`src/sv/ssbpam_pkg.sv`:
```
// Shared types, constants and codes for the SSB phase/amplitude modulator.
// Depends on nothing; every other file of the block imports it.
package ssbpam_pkg;

  // Angle unit: one full turn of the carrier phase is UNIT_ANGLE steps.
  localparam int UNIT_ANGLE  = 600;
  localparam int SAMPLE_RATE = 4800;
  localparam int FREQ_SCALE  = SAMPLE_RATE / UNIT_ANGLE;
  localparam int QUARTER     = UNIT_ANGLE / 4;
  localparam int HALF_TURN   = UNIT_ANGLE / 2;
  localparam int OCT_SLOPE   = UNIT_ANGLE / 22;
  localparam int OCT_BASE    = UNIT_ANGLE / 8 + OCT_SLOPE;

  // Voice trigger hang counter loads.
  localparam logic [7:0] HANG_FIRST = 8'd255;
  localparam logic [7:0] HANG_NEXT  = 8'd254;

  // Amplitude drive.
  localparam logic [3:0] DRIVE_FULL = 4'd8;
  localparam logic [7:0] LEVEL_MAX  = 8'd255;

  // Bandwidth mode codes with their own phase-step limit.
  localparam logic [1:0] BW_WIDE   = 2'd0;
  localparam logic [1:0] BW_NARROW = 2'd3;

  // Division by three: multiply by ceil(2^17 / 3), exact below 2^17.
  localparam int          RECIP3_SHIFT = 17;
  localparam logic [16:0] RECIP3       = 17'd43691;

  // Queue between front and back.
  localparam int FIFO_DEPTH = 4;
  localparam int FIFO_AW    = $clog2(FIFO_DEPTH);

  // Width of the arctangent divider remainder.
  localparam int DIV_W = 24;

  typedef enum logic [1:0] {
    CFG_DRIVE_SHIFT     = 2'd0,
    CFG_VOICE_THRESHOLD = 2'd1,
    CFG_BANDWIDTH_MODE  = 2'd2
  } cfg_index_t;

  typedef enum logic [1:0] {
    F_SUM,
    F_MUL,
    F_FIN
  } front_state_t;

  typedef struct packed {
    logic [3:0] drive_shift;
    logic [7:0] voice_threshold;
    logic [1:0] bandwidth_mode;
  } cfg_t;

  typedef struct packed {
    logic signed [15:0] i;
    logic signed [15:0] q;
  } iq_t;

  typedef struct packed {
    logic full;
    logic empty;
  } fifo_stat_t;

endpackage

```
`src/sv/ssbpam_front.sv`:
```
// Front part: input holding register, low-pass/notch and DC-removal filters,
// 16-tap delay line and integer Hilbert transformer. Imports ssbpam_pkg.
module ssbpam_front import ssbpam_pkg::*; (
  input  logic               clk,
  input  logic               rst_n,
  input  logic               in_valid,
  output logic               in_ready,
  input  logic signed [12:0] in_mic_sample,
  output logic               push,
  output iq_t                push_data,
  input  fifo_stat_t         fifo_stat
);

  localparam int HIL_SHIFT = 6;

  front_state_t       state_r, state_nxt;
  logic               x_v_r;
  logic signed [12:0] x_r;
  logic signed [15:0] ac_r;
  logic signed [17:0] s1_r, s2_r;
  logic        [33:0] p1_r, p2_r;
  logic               n1_r, n2_r;
  logic signed [15:0] lpm_r, dc_r;
  logic signed [15:0] dly_r [16];
  logic               hil_v_r, hil_v_nxt;

  logic               take, fin_go;
  logic signed [15:0] ac_c;
  logic signed [17:0] s1_c, s2_c;
  logic        [17:0] m1_c, m2_c;
  logic        [16:0] q1_c, q2_c, d1_c, d2_c;
  logic signed [15:0] lpm_nxt, dc_nxt, tap_nxt;
  logic signed [16:0] e0, e2, e4, e6;
  logic signed [23:0] hsum, hdiv, qsum;

  assign take     = (state_r == F_SUM) && x_v_r;
  assign in_ready = !x_v_r || take;

  // Filter arithmetic, one piece per state.
  assign ac_c = {{2{x_r[12]}}, x_r, 1'b0} + lpm_r;
  assign s1_c = {{5{x_r[12]}}, x_r} - {lpm_r[15], lpm_r, 1'b0};
  assign s2_c = {{2{ac_c[15]}}, ac_c} + {dc_r[15], dc_r, 1'b0};

  assign m1_c = s1_r[17] ? -s1_r : s1_r;
  assign m2_c = s2_r[17] ? -s2_r : s2_r;

  assign q1_c    = p1_r[33:RECIP3_SHIFT];
  assign q2_c    = p2_r[33:RECIP3_SHIFT];
  assign d1_c    = n1_r ? -q1_c : q1_c;
  assign d2_c    = n2_r ? -q2_c : q2_c;
  assign lpm_nxt = d1_c[15:0];
  assign dc_nxt  = d2_c[15:0];
  assign tap_nxt = ac_r - dc_nxt;

  // Hilbert transformer on the delay line, quotient truncated toward zero.
  assign e0   = {dly_r[0][15], dly_r[0]} - {dly_r[14][15], dly_r[14]};
  assign e2   = {dly_r[2][15], dly_r[2]} - {dly_r[12][15], dly_r[12]};
  assign e4   = {dly_r[4][15], dly_r[4]} - {dly_r[10][15], dly_r[10]};
  assign e6   = {dly_r[6][15], dly_r[6]} - {dly_r[8][15], dly_r[8]};
  assign hsum = (24'(e0) <<< 1) + (24'(e2) <<< 3) + 24'(e4) * 24'sd21 + (24'(e6) <<< 4);
  assign hdiv = (hsum + (hsum[23] ? 24'sd63 : 24'sd0)) >>> HIL_SHIFT;
  assign qsum = hdiv + 24'(e6);

  assign push        = hil_v_r && !fifo_stat.full;
  assign push_data.i = {dly_r[7][14:0], 1'b0};
  assign push_data.q = qsum[15:0];

  always_comb begin
    state_nxt = state_r;
    fin_go    = 1'b0;
    case (state_r)
      F_SUM: begin
        if (x_v_r) state_nxt = F_MUL;
      end
      F_MUL: begin
        state_nxt = F_FIN;
      end
      F_FIN: begin
        fin_go = !hil_v_r || push;
        if (fin_go) state_nxt = F_SUM;
      end
      default: begin
        state_nxt = F_SUM;
      end
    endcase
    hil_v_nxt = fin_go ? 1'b1 : (push ? 1'b0 : hil_v_r);
  end

  always_ff @(posedge clk) begin
    if (!rst_n) begin
      state_r <= F_SUM;
      x_v_r   <= 1'b0;
      hil_v_r <= 1'b0;
      lpm_r   <= '0;
      dc_r    <= '0;
      for (int k = 0; k < 16; k++) dly_r[k] <= '0;
    end else begin
      state_r <= state_nxt;
      hil_v_r <= hil_v_nxt;
      if (in_valid && in_ready) begin
        x_v_r <= 1'b1;
      end else if (take) begin
        x_v_r <= 1'b0;
      end
      if (fin_go) begin
        lpm_r <= lpm_nxt;
        dc_r  <= dc_nxt;
        for (int k = 0; k < 15; k++) dly_r[k] <= dly_r[k + 1];
        dly_r[15] <= tap_nxt;
      end
    end
  end

  always_ff @(posedge clk) begin
    if (in_valid && in_ready) x_r <= in_mic_sample;
    if (take) begin
      ac_r <= ac_c;
      s1_r <= s1_c;
      s2_r <= s2_c;
    end
    if (state_r == F_MUL) begin
      p1_r <= 34'(m1_c[16:0] * RECIP3);
      p2_r <= 34'(m2_c[16:0] * RECIP3);
      n1_r <= s1_r[17];
      n2_r <= s2_r[17];
    end
  end

endmodule

```
`src/sv/ssbpam_fifo.sv`:
```
// Short queue of I/Q pairs between the front and back parts.
// Imports ssbpam_pkg for the item type and the depth.
module ssbpam_fifo import ssbpam_pkg::*; (
  input  logic       clk,
  input  logic       rst_n,
  input  logic       push,
  input  iq_t        push_data,
  input  logic       pop,
  output iq_t        pop_data,
  output fifo_stat_t stat
);

  iq_t                mem_r [FIFO_DEPTH];
  logic [FIFO_AW-1:0] wp_r, rp_r;
  logic [FIFO_AW:0]   cnt_r;

  assign stat.full  = (cnt_r == (FIFO_AW + 1)'(FIFO_DEPTH));
  assign stat.empty = (cnt_r == '0);
  assign pop_data   = mem_r[rp_r];

  always_ff @(posedge clk) begin
    if (!rst_n) begin
      wp_r  <= '0;
      rp_r  <= '0;
      cnt_r <= '0;
    end else begin
      if (push) begin
        wp_r <= (wp_r == FIFO_AW'(FIFO_DEPTH - 1)) ? '0 : wp_r + 1'b1;
      end
      if (pop) begin
        rp_r <= (rp_r == FIFO_AW'(FIFO_DEPTH - 1)) ? '0 : rp_r + 1'b1;
      end
      if (push && !pop) begin
        cnt_r <= cnt_r + 1'b1;
      end else if (pop && !push) begin
        cnt_r <= cnt_r - 1'b1;
      end
    end
  end

  always_ff @(posedge clk) begin
    if (push) mem_r[wp_r] <= push_data;
  end

  a_no_overflow: assert property (@(posedge clk) disable iff (!rst_n)
    push |-> (!stat.full || pop))
    else $error("queue written while full");

  a_no_underflow: assert property (@(posedge clk) disable iff (!rst_n)
    pop |-> !stat.empty)
    else $error("queue read while empty");

  a_count_bound: assert property (@(posedge clk) disable iff (!rst_n)
    cnt_r <= (FIFO_AW + 1)'(FIFO_DEPTH))
    else $error("queue fill count beyond depth");

endmodule

```
`src/sv/ssbpam_back.sv`:
```
// Back part: magnitude, hang counter and level, pipelined arctangent with a
// divider of at most two bits per stage, phase-step limiter and output
// register. Imports ssbpam_pkg.
module ssbpam_back import ssbpam_pkg::*; (
  input  logic        clk,
  input  logic        rst_n,
  input  cfg_t        cfg,
  input  fifo_stat_t  fifo_stat,
  output logic        pop,
  input  iq_t         pop_data,
  output logic        out_valid,
  input  logic        out_ready,
  output logic [12:0] out_freq_offset,
  output logic [7:0]  out_amplitude_level,
  output logic        out_transmit_active
);

  typedef struct packed {
    logic [16:0] a;
    logic [16:0] b;
    logic        swapped;
    logic        ineg;
    logic        qneg;
    logic [7:0]  level;
    logic        tx;
  } back_ctx_t;

  function automatic logic [DIV_W:0] div_step(input logic [DIV_W-1:0] rem,
                                              input logic [16:0] den,
                                              input int unsigned sh);
    logic [DIV_W-1:0] d;
    d = DIV_W'(den) << sh;
    if (rem >= d) return {1'b1, rem - d};
    return {1'b0, rem};
  endfunction

  logic [7:0]         v_r;
  back_ctx_t          ctx_r [8];
  logic [DIV_W-1:0]   rem_r [7];
  logic [6:0]         quo_r [7];
  logic signed [15:0] phase_r, prev_r;
  logic [7:0]         hang_r;
  logic               out_valid_r;
  logic [12:0]        freq_r;
  logic [7:0]         level_r;
  logic               tx_r;

  logic               adv;
  back_ctx_t          ctx0_nxt;
  logic [DIV_W-1:0]   rem_nxt [7];
  logic [6:0]         quo_nxt [7];
  logic [7:0]         hang_nxt;
  logic signed [15:0] phase_nxt, prev_nxt;
  logic [12:0]        freq_nxt;

  // Stage 0 temporaries.
  logic signed [15:0] hi, hq;
  logic [15:0]        ahi, ahq, mag, lvl16;
  logic [30:0]        shifted;
  logic signed [16:0] ie, qe;
  logic [16:0]        ai, aq;
  // Divider temporaries.
  logic [DIV_W:0]     t1, t2, t3, t4, t5, t6, t7, t8, t9, t10, t11, t12;
  logic [6:0]         q1, k, oct;
  logic signed [15:0] r0, r1;
  // Output stage temporaries.
  logic signed [15:0] dp0, dp1, dp2, lim;
  logic [15:0]        f16;

  assign adv = !out_valid_r || out_ready;
  assign pop = adv && !fifo_stat.empty;

  always_comb begin
    // Magnitude approximation on the halved I and Q.
    hi  = pop_data.i >>> 1;
    hq  = (pop_data.q + (pop_data.q[15] ? 16'sd1 : 16'sd0)) >>> 1;
    ahi = hi[15] ? -hi : hi;
    ahq = hq[15] ? -hq : hq;
    mag = (ahi > ahq) ? ahi + (ahq >> 2) : ahq + (ahi >> 2);

    if (mag > {8'd0, cfg.voice_threshold}) begin
      hang_nxt = (hang_r == '0) ? HANG_FIRST : HANG_NEXT;
    end else if (hang_r != '0) begin
      hang_nxt = hang_r - 1'b1;
    end else begin
      hang_nxt = '0;
    end

    shifted = 31'(mag) << cfg.drive_shift;
    lvl16   = shifted[15:0];
    if (lvl16 > 16'(LEVEL_MAX) || cfg.drive_shift == DRIVE_FULL) begin
      ctx0_nxt.level = LEVEL_MAX;
    end else begin
      ctx0_nxt.level = lvl16[7:0];
    end
    if (hang_nxt == '0) ctx0_nxt.level = '0;
    ctx0_nxt.tx = (hang_nxt != '0);

    // Octant folding for the arctangent.
    ie = 17'(pop_data.i);
    qe = 17'(pop_data.q);
    ai = ie[16] ? -ie : ie;
    aq = qe[16] ? -qe : qe;
    ctx0_nxt.swapped = (aq > ai);
    ctx0_nxt.ineg    = pop_data.i[15];
    ctx0_nxt.qneg    = pop_data.q[15];
    ctx0_nxt.a       = ctx0_nxt.swapped ? ai : aq;
    if (ctx0_nxt.swapped) begin
      ctx0_nxt.b = aq;
    end else begin
      ctx0_nxt.b = (ai == '0) ? 17'd1 : ai;
    end
    rem_nxt[0] = DIV_W'(ctx0_nxt.a) * DIV_W'(OCT_SLOPE);
    quo_nxt[0] = '0;

    // First division: slope term, five quotient bits.
    t1 = div_step(rem_r[0], ctx_r[0].b, 4);
    t2 = div_step(t1[DIV_W-1:0], ctx_r[0].b, 3);
    rem_nxt[1] = t2[DIV_W-1:0];
    quo_nxt[1] = {quo_r[0][4:0], t1[DIV_W], t2[DIV_W]};

    t3 = div_step(rem_r[1], ctx_r[1].b, 2);
    t4 = div_step(t3[DIV_W-1:0], ctx_r[1].b, 1);
    rem_nxt[2] = t4[DIV_W-1:0];
    quo_nxt[2] = {quo_r[1][4:0], t3[DIV_W], t4[DIV_W]};

    t5 = div_step(rem_r[2], ctx_r[2].b, 0);
    q1 = {quo_r[2][5:0], t5[DIV_W]};
    k  = 7'(OCT_BASE) - q1;
    rem_nxt[3] = DIV_W'(k) * DIV_W'(ctx_r[2].a);
    quo_nxt[3] = '0;

    // Second division: octant angle, seven quotient bits.
    t6 = div_step(rem_r[3], ctx_r[3].b, 6);
    t7 = div_step(t6[DIV_W-1:0], ctx_r[3].b, 5);
    rem_nxt[4] = t7[DIV_W-1:0];
    quo_nxt[4] = {quo_r[3][4:0], t6[DIV_W], t7[DIV_W]};

    t8 = div_step(rem_r[4], ctx_r[4].b, 4);
    t9 = div_step(t8[DIV_W-1:0], ctx_r[4].b, 3);
    rem_nxt[5] = t9[DIV_W-1:0];
    quo_nxt[5] = {quo_r[4][4:0], t8[DIV_W], t9[DIV_W]};

    t10 = div_step(rem_r[5], ctx_r[5].b, 2);
    t11 = div_step(t10[DIV_W-1:0], ctx_r[5].b, 1);
    rem_nxt[6] = t11[DIV_W-1:0];
    quo_nxt[6] = {quo_r[5][4:0], t10[DIV_W], t11[DIV_W]};

    t12 = div_step(rem_r[6], ctx_r[6].b, 0);
    oct = {quo_r[6][5:0], t12[DIV_W]};
    r0  = ctx_r[6].swapped ? 16'(QUARTER) - 16'(oct) : 16'(oct);
    r1  = ctx_r[6].ineg ? 16'(HALF_TURN) - r0 : r0;
    phase_nxt = ctx_r[6].qneg ? -r1 : r1;

    // Phase step, wrapped positive and limited.
    dp0 = phase_r - prev_r;
    dp1 = dp0[15] ? dp0 + 16'(UNIT_ANGLE) : dp0;
    case (cfg.bandwidth_mode)
      BW_WIDE:   lim = 16'(UNIT_ANGLE);
      BW_NARROW: lim = 16'(QUARTER);
      default:   lim = 16'(HALF_TURN);
    endcase
    if (dp1 > lim) begin
      prev_nxt = phase_r - (dp1 - lim);
      dp2      = lim;
    end else begin
      prev_nxt = phase_r;
      dp2      = dp1;
    end
    f16      = dp2 * 16'(FREQ_SCALE);
    freq_nxt = f16[12:0];
  end

  always_ff @(posedge clk) begin
    if (!rst_n) begin
      v_r         <= '0;
      hang_r      <= '0;
      prev_r      <= '0;
      out_valid_r <= 1'b0;
    end else if (adv) begin
      v_r         <= {v_r[6:0], pop};
      out_valid_r <= v_r[7];
      if (v_r[7]) prev_r <= prev_nxt;
      if (pop) hang_r <= hang_nxt;
    end
  end

  always_ff @(posedge clk) begin
    if (adv) begin
      ctx_r[0] <= ctx0_nxt;
      for (int s = 1; s < 8; s++) ctx_r[s] <= ctx_r[s - 1];
      for (int s = 0; s < 7; s++) begin
        rem_r[s] <= rem_nxt[s];
        quo_r[s] <= quo_nxt[s];
      end
      phase_r <= phase_nxt;
      freq_r  <= freq_nxt;
      level_r <= ctx_r[7].level;
      tx_r    <= ctx_r[7].tx;
    end
  end

  assign out_valid           = out_valid_r;
  assign out_freq_offset     = freq_r;
  assign out_amplitude_level = level_r;
  assign out_transmit_active = tx_r;

  a_level_gated: assert property (@(posedge clk) disable iff (!rst_n)
    out_valid |-> (out_transmit_active || out_amplitude_level == '0))
    else $error("amplitude present while transmit inactive");

  a_hang_first_load: assert property (@(posedge clk) disable iff (!rst_n)
    (hang_r == HANG_FIRST && $past(hang_r) != HANG_FIRST) |-> $past(hang_r) == '0)
    else $error("hang counter took its first load while already running");

endmodule

```
`src/sv/ssb_phase_amplitude_modulator.sv`:
```
// Top level of the SSB phase/amplitude modulator: configuration registers and
// the front part, queue and back part. Imports ssbpam_pkg.
//
// The input rate is bounded by the filter recursion in the front part: each
// sample passes the sum, reciprocal-multiply and final-update steps in turn
// (reciprocal multiply for the two divisions by three), while the next sample
// may already wait in the input register.
// Reset is synchronous and active low: filters, delay line, last phase and hang
// counter clear to zero, registers load drive 2, threshold 4, bandwidth mode 0.
module ssb_phase_amplitude_modulator import ssbpam_pkg::*; (
  input  logic               clk,
  input  logic               rst_n,
  input  logic               in_valid,
  output logic               in_ready,
  input  logic signed [12:0] in_mic_sample,
  output logic               out_valid,
  input  logic               out_ready,
  output logic [12:0]        out_freq_offset,
  output logic [7:0]         out_amplitude_level,
  output logic               out_transmit_active,
  input  logic               cfg_we,
  input  logic [1:0]         cfg_index,
  input  logic [7:0]         cfg_data
);

  // The front part holds one sample in an input register, so the input side
  // keeps taking transactions while earlier samples move through the filters.
  // Each sample runs through three steps: the sums of the low-pass and DC
  // stages, the reciprocal multiply, and the final update of the filter state
  // and the delay line. The Hilbert transformer then turns the delay line into
  // an I/Q pair that is written into the queue.

  // The back part reads the queue whenever its pipeline can advance. It has
  // nine register stages: magnitude and hang counter first, then two divisions
  // done at most two quotient bits per stage, then the phase step against the
  // previous phase into the output register. The whole pipeline stalls together
  // when the output transaction is not taken, and the queue absorbs the front's
  // output meanwhile.

  cfg_t       cfg_r;
  logic       push, pop;
  iq_t        push_data, pop_data;
  fifo_stat_t fifo_stat;

  always_ff @(posedge clk) begin
    if (!rst_n) begin
      cfg_r.drive_shift     <= 4'd2;
      cfg_r.voice_threshold <= 8'd4;
      cfg_r.bandwidth_mode  <= BW_WIDE;
    end else if (cfg_we) begin
      case (cfg_index)
        CFG_DRIVE_SHIFT:     cfg_r.drive_shift     <= cfg_data[3:0];
        CFG_VOICE_THRESHOLD: cfg_r.voice_threshold <= cfg_data;
        CFG_BANDWIDTH_MODE:  cfg_r.bandwidth_mode  <= cfg_data[1:0];
        default: begin
          // Writes to an index beyond the register list are ignored.
        end
      endcase
    end
  end

  ssbpam_front u_front (
    .clk           (clk),
    .rst_n         (rst_n),
    .in_valid      (in_valid),
    .in_ready      (in_ready),
    .in_mic_sample (in_mic_sample),
    .push          (push),
    .push_data     (push_data),
    .fifo_stat     (fifo_stat)
  );

  ssbpam_fifo u_fifo (
    .clk       (clk),
    .rst_n     (rst_n),
    .push      (push),
    .push_data (push_data),
    .pop       (pop),
    .pop_data  (pop_data),
    .stat      (fifo_stat)
  );

  ssbpam_back u_back (
    .clk                 (clk),
    .rst_n               (rst_n),
    .cfg                 (cfg_r),
    .fifo_stat           (fifo_stat),
    .pop                 (pop),
    .pop_data            (pop_data),
    .out_valid           (out_valid),
    .out_ready           (out_ready),
    .out_freq_offset     (out_freq_offset),
    .out_amplitude_level (out_amplitude_level),
    .out_transmit_active (out_transmit_active)
  );

endmodule

```
`config.mk`:
```
export PLATFORM = sky130hd
export DESIGN_NAME = ssb_phase_amplitude_modulator
export DESIGN_NICKNAME = d
export VERILOG_FILES = /design/src/sv/ssbpam_pkg.sv /design/src/sv/ssbpam_front.sv /design/src/sv/ssbpam_fifo.sv /design/src/sv/ssbpam_back.sv /design/src/sv/ssb_phase_amplitude_modulator.sv
export SDC_FILE = /design/constraint.sdc
export NUM_CORES = 2
export LEC_CHECK = 0
export CELL_PAD_IN_SITES_DETAIL_PLACEMENT = 1
export CELL_PAD_IN_SITES_GLOBAL_PLACEMENT = 2
export CORE_MARGIN = 2
export CORE_UTILIZATION = 44
export DETAILED_ROUTE_END_ITERATION = 6
export DONT_BUFFER_PORTS = 1
export PLACE_DENSITY = 0.86
export RECOVER_POWER = 100
export SKIP_CTS_REPAIR_TIMING = 1
export SYNTH_ARGS = -nofsm -noshare
export SYNTH_HDL_FRONTEND = slang
export SYNTH_SLANG_ARGS = --single-unit
export TNS_END_PERCENT = 30
```
`constraint.sdc`:
```
create_clock -name clk -period 16.35 [get_ports clk]
set_input_delay 0.8175 -clock clk [delete_from_list [all_inputs] [get_ports clk]]
set_output_delay 0.8175 -clock clk [all_outputs]
set_load 0.05 [all_outputs]
```
# Yosys cells after proc, flatten, opt, wreduce, memory -nomap -nowiden

Memory sizes are Yosys's and may differ from the RTL's. A register that Yosys moved wholly into a read port is not among the register bits.
Cells that the tools add are included.

Bits of input ports: 28
Bits in registers: 249
Output and inout port bits: 24
Memory bits (writable): 965
Memories: 5
Logic and storage cells: 264

Memory list:

| name          | words | bits a word | rd ports | clocked after memory_dff | wr ports | line               | source |
|---|---|---|---|---|---|---|---|
| u_back.ctx_r  | 8     | 46          | 8        | 1                        | 8        | ssbpam_back.sv:38  | `back_ctx_t ctx_r [8];` |
| u_front.dly_r | 16    | 16          | 16       | 0                        | 16       | ssbpam_front.sv:24 | `logic signed [15:0] dly_r [16];` |
| u_back.rem_r  | 7     | 24          | 7        | 0                        | 7        | ssbpam_back.sv:39  | `logic [DIV_W-1:0] rem_r [7];` |
| u_fifo.mem_r  | 4     | 31          | 1        | 1                        | 1        | ssbpam_fifo.sv:13  | `iq_t mem_r [FIFO_DEPTH];` |
| u_back.quo_r  | 7     | 7           | 7        | 0                        | 7        | ssbpam_back.sv:40  | `logic [6:0] quo_r [7];` |

Bitwise operators: 16
Shifts and indexed selects: 1
Mux-type cells: 100
Reductions and logical operators: 35
$lt $le $gt $ge: 17
$mul: 5
Equal/unequal tests: 11
Add/subtract/negate cells: 49

Operators with widths:

| kind                   | number |
|---|---|
| $mux 25                | 24 |
| $mux 16                | 26 |
| $mux 17                | 7 |
| $sub 16x16->17         | 4 |
| $mul 17x16->33 const B | 2 |
| $ge 24x17->1           | 2 |
| $ge 24x18->1           | 2 |
| $ge 24x19->1           | 2 |
| $ge 24x20->1           | 2 |
| $ge 24x21->1           | 2 |
| $neg 16->16            | 3 |
| $sub 16x16->16         | 3 |
| $sub 24x17->24         | 2 |
| $sub 24x18->24         | 2 |
| $sub 24x19->24         | 2 |
| $sub 24x20->24         | 2 |
| $sub 24x21->24         | 2 |
| $neg 16->17            | 2 |
| $neg 17->17            | 2 |
| $add 16x14->16         | 2 |
| $add 16x16->16         | 2 |
| $mux 8                 | 4 |
| $neg 15->16            | 2 |
| $mux 1                 | 27 |
| other kinds (51)       | 104 |

# Depth between registers and ports, before layout

Depth in word-level cells: 11
Depth in mapped cells: 56
Mapped depth without buffers: 56

# Modules after synthesis

Synthesis repeated with hierarchy kept, for this count alone.

Cell total of the unflattened synthesis: 7,645
Area total of the unflattened synthesis: 80,661.1 um^2

By module, submodules not included:

| module                        | cells each | area an instance (um^2) | seq. area each (um^2) | instances |
|---|---|---|---|---|
| ssbpam_back                   | 4,164      | 41,159.5                | 15,044.4              | 1 |
| ssbpam_front                  | 3,212      | 33,811.2                | 11,350.9              | 1 |
| ssbpam_fifo                   | 211        | 5,116.2                 | 4,023.9               | 1 |
| ssb_phase_amplitude_modulator | 58         | 574.3                   | 280.3                 | 1 |

# Worst setup path before layout

Ideal clock, no wire load.

Kind: input -> register
Start: in out_ready
End: reg u_back.prev_r[4]
Library setup time: 0.116 ns
Arrival time: 13.470 ns
Path slack: 2.764 ns
Cell stages on the path: 5
Required time: 16.234 ns
Path buffers: 1
Cells stage by stage: nor2b_1 > clkinv_1 > and2_0 > clkbuf_1 > o211a_1

Cells in the longest elaborated chain, start to end: 2

Ends and longest elaborated chain:

| what                              | line                                | source |
|---|---|---|
| start: declaration                | ssb_phase_amplitude_modulator.sv:17 | `input logic out_ready,` |
| $logic_or 1x1->1                  | ssbpam_back.sv:70                   | `assign adv = !out_valid_r \|\| out_ready;` |
| net u_back.adv                    | ssbpam_back.sv:48                   | `logic adv;` |
| $reduce_and 2->1 (no source line) | --                                  |  |
| end signal: assignment            | ssbpam_back.sv:183                  | `if (v_r[7]) prev_r <= prev_nxt;` |
| end: declaration                  | ssbpam_back.sv:41                   | `logic signed [15:0] phase_r, prev_r;` |

The timed path passes the listed nets, and every way through them passes these cells.
A chain may end at the register's enable or synchronous reset.

==> results.sh <==
export IMPL_status="finished, violations left"
export IMPL_failing_checks="max-capacitance violations, max-slew violations"
export IMPL_yosys_top_cells_area="edfxtp_1 (36%), ha_1 (15%), fa_1 (8.8%), inv_1 (4.9%), xnor2_1 (4.0%)"
export IMPL_synth_cell_area_mm2=0.0793
export IMPL_gp_congestion=0.887
export IMPL_number_of_routed_nets_with_antenna_violations=0
export IMPL_cp_slowest_cell="clkbuf_1"
export IMPL_core_region_area_mm2=0.179
export IMPL_critical_path_endpoint_type="flip-flop"
export IMPL_ys_types=92
export IMPL_ys_warn_count=0
export IMPL_worst_r2r_setup_slack_ns=3.75
export IMPL_global_route_overflow_total=0
export IMPL_max_freq_mhz=79.4
export IMPL_place_port_buffers=0
export IMPL_share_of_layout_cells_above_drive_strength_1=0.0481
export IMPL_cp_start_kind="flip-flop"
export IMPL_yosys_most_used_dff="edfxtp_1"
export IMPL_htree_num_levels=3
export IMPL_detailedPlacementHpwl_um=159000
export IMPL_final_critical_path_share_of_the_clock_period=0.770
export IMPL_routedWlPerCell_um=20.3
export IMPL_synth_seq_area_share=0.386
export IMPL_synth_seq_cells=1049
export IMPL_synth_area_per_cell_um2=10.5
export IMPL_ff_latch_area_mm2=0.0306
export IMPL_drt_vias_per_instance=5.49
export IMPL_gr_usage_all_layers=0.221
export IMPL_cts_num_sinks=1049
export IMPL_crit_buf_inv=5
export IMPL_min_delay_path_class="in -> reg"
export IMPL_timing_critical_path_slowest_cell_delay_ns=1.86
export IMPL_clock_latency_ns=0.77
export IMPL_async_reset_ff_frac=0
export IMPL_maxSlewHeadroom=-3.03
export IMPL_design_die_area_mm2=0.184
export IMPL_timing_clock_skew_ns=0.0347
export IMPL_timing_max_cap_violations=24
export IMPL_drc=0
export IMPL_ctsLongestPathBuffers=3
export IMPL_synth_largest_area_cell="edfxtp_1"
export IMPL_max_slew_worst_pin_slew_ns=6.05
export IMPL_tritoncts_clock_tree="done"
export IMPL_grt_first_pass_wirelength_um=327000
export IMPL_worst_path_max_fanout=56
export IMPL_yosys_mux_area_fraction=0.0281
export IMPL_place_ws_ns=3.91
export IMPL_floorplan_rows=155
export IMPL_synth_enable_flop_cells=957
export IMPL_initial_utilization=0.444
export IMPL_largest_net_degree_at_the_start_of_global_routing=288
export IMPL_drv_slew=1319
export IMPL_setup_viol=0
export IMPL_rsz_0062_raised_after_global_routing="no"
export IMPL_cts_root_buf="clkbuf_16"
export IMPL_detail_route_iter0_violations=2850
export IMPL_number_of_antenna_violations_at_the_first_check_in_global_routing=8
export IMPL_fin_crit_ns=12.60
export IMPL_worst_setup_path_category="reg -> reg"
export IMPL_final_hold_viol_count=0
export IMPL_nNetsFinal=8848
export IMPL_setup_tns_ns=0
export IMPL_floorplan_io_pins=52
export IMPL_yosys_area_share_xor_xnor=0.0620
export IMPL_synth_top_cells_by_count="inv_1 (1036), edfxtp_1 (957), ha_1 (920)"
export IMPL_area_growth_pct=8.07
export IMPL_arrival_ns=13.20
export IMPL_route_vias_total=54957
export IMPL_synthAdderAreaFrac=0.233
export IMPL_crit_path_required_time_ns=16.95
export IMPL_drt_pass1_iterations=5
export IMPL_synth_area_in_compound_gates=0.115
export IMPL_synth_top_area_frac=0.362
export IMPL_dominant_combinational_cell_family_by_area_after_synthesis="adder cells"
export IMPL_critical_path_top_delay_family="buffers and inverters"
export IMPL_worst_min_delay_path_startpoint="in_mic_sample[4]"
export IMPL_synth_cells=7541
export IMPL_cts_buffers=119
export IMPL_finalWorstSetupSlack_ns=3.75
export IMPL_multi_input_area_mm2=0.0442
export IMPL_via_count_of_the_first_global_routing_pass=59405
export IMPL_clkSlewWorstSetupHoldPaths_ns=0.06
export IMPL_num_fill_cells=19616
export IMPL_dieHeight_um=429
export IMPL_post_synth_and_or_nand_nor_area_fraction=0.119
export IMPL_die_x_um=429
export IMPL_route_final_wire_length_um=203000
export IMPL_yosysMostFrequentCell="inv_1"
==> cells by family (layout without fill, tap and decap cells) <==
group	after synthesis	count (layout)
adders and majority gates	1268	1268
AOI/OAI and AO/OA	1431	1431
buffers and inverters	1203	1305
and+or+nand+nor	1856	1856
xor gates and xnor gates	560	560
other	2	17
muxes	172	172
DFF	1049	1049
==> area by class of cell <==
cell class,count,share of cell area
antenna,2,0.0000584
multi-input combinational,5302,0.516
inverter,1041,0.0456
timing repair buffer,39,0.00201
tap,2355,0.0344
clock inverter,80,0.00877
clock buffer,145,0.0363
sequential,1049,0.357
==> routing by layer <==
metal,part of all wire,up-vias,GRT usage
li1,-,26477,-
met1,0.44,27606,0.277
met2,0.51,605,0.401
met3,0.023,267,0.0230
met4,0.029,2,0.0620
met5,0.000064,-,0
==> through the flow <==
stage / hold slack [ns] / cell area, um^2 / cells / util
2_1_floorplan: 0.400 / 79400 / 7554 / -
3_3_place_gp: 0.401 / 82000 / 9786 / 0.459
3_5_place_dp: 0.406 / 82000 / 9786 / 0.459
4_1_cts: 0.0845 / 85900 / 10011 / 0.480
5_1_grt: 0.0957 / 85700 / 10012 / 0.479
6_report: 0.148 / 85700 / 10013 / 0.479
==> final timing paths <==
| kind | cells after the start | to |
|---|---|---|
| setup reg to reg | 33 | u_back.rem_r[0][21] |
| hold reg to reg | 0 | u_back.ctx_r[1][45] |
| setup / recovery | 33 | u_back.rem_r[0][21] |
| hold / removal | 0 | u_front.x_r[4] |
==> state kept, by name, summed over array words and instances (netlist names), 16 cells and up, named ones only <==
name	cells
u_back.ctx_r	263
u_back.phase_r	16
u_back.quo_r	18
u_back.rem_r	163
u_fifo.mem_r	124
u_front.dc_r	16
u_front.dly_r	256
u_front.lpm_r	16
u_front.p1_r	16
u_front.p2_r	16
u_front.s1_r	18
u_front.s2_r	18
==> layout by cell type (no fill, tap or decap), types with 22 or more instances in the layout <==
master and n:
a211oi_1 34, a21boi_0 55, a21o_1 151, a21oi_1 425, a31oi_1 35, and2_0 84, and2_1 108, and3_1 170
clkbuf_1 54, clkbuf_16 119, clkinv_1 22, clkinv_2 22, dfxtp_1 91, edfxtp_1 957, fa_1 348, ha_1 920
inv_1 1035, mux2_2 75, mux2i_1 56, mux4_2 32, nand2_1 396, nand2b_1 67, nand3_1 107, nand4_1 48
nor2_1 415, nor2b_1 125, nor3_1 130, nor4_1 27, o211ai_1 28, o21a_1 78, o21ai_0 306, o21bai_1 66
o22ai_1 31, o31ai_1 61, or2_2 39, or3_1 48, xnor2_1 366, xor2_1 193
Power is left out: the tool's default activity adds up to more than one toggle a clock period on the data nets, which glitch-free logic cannot reach.
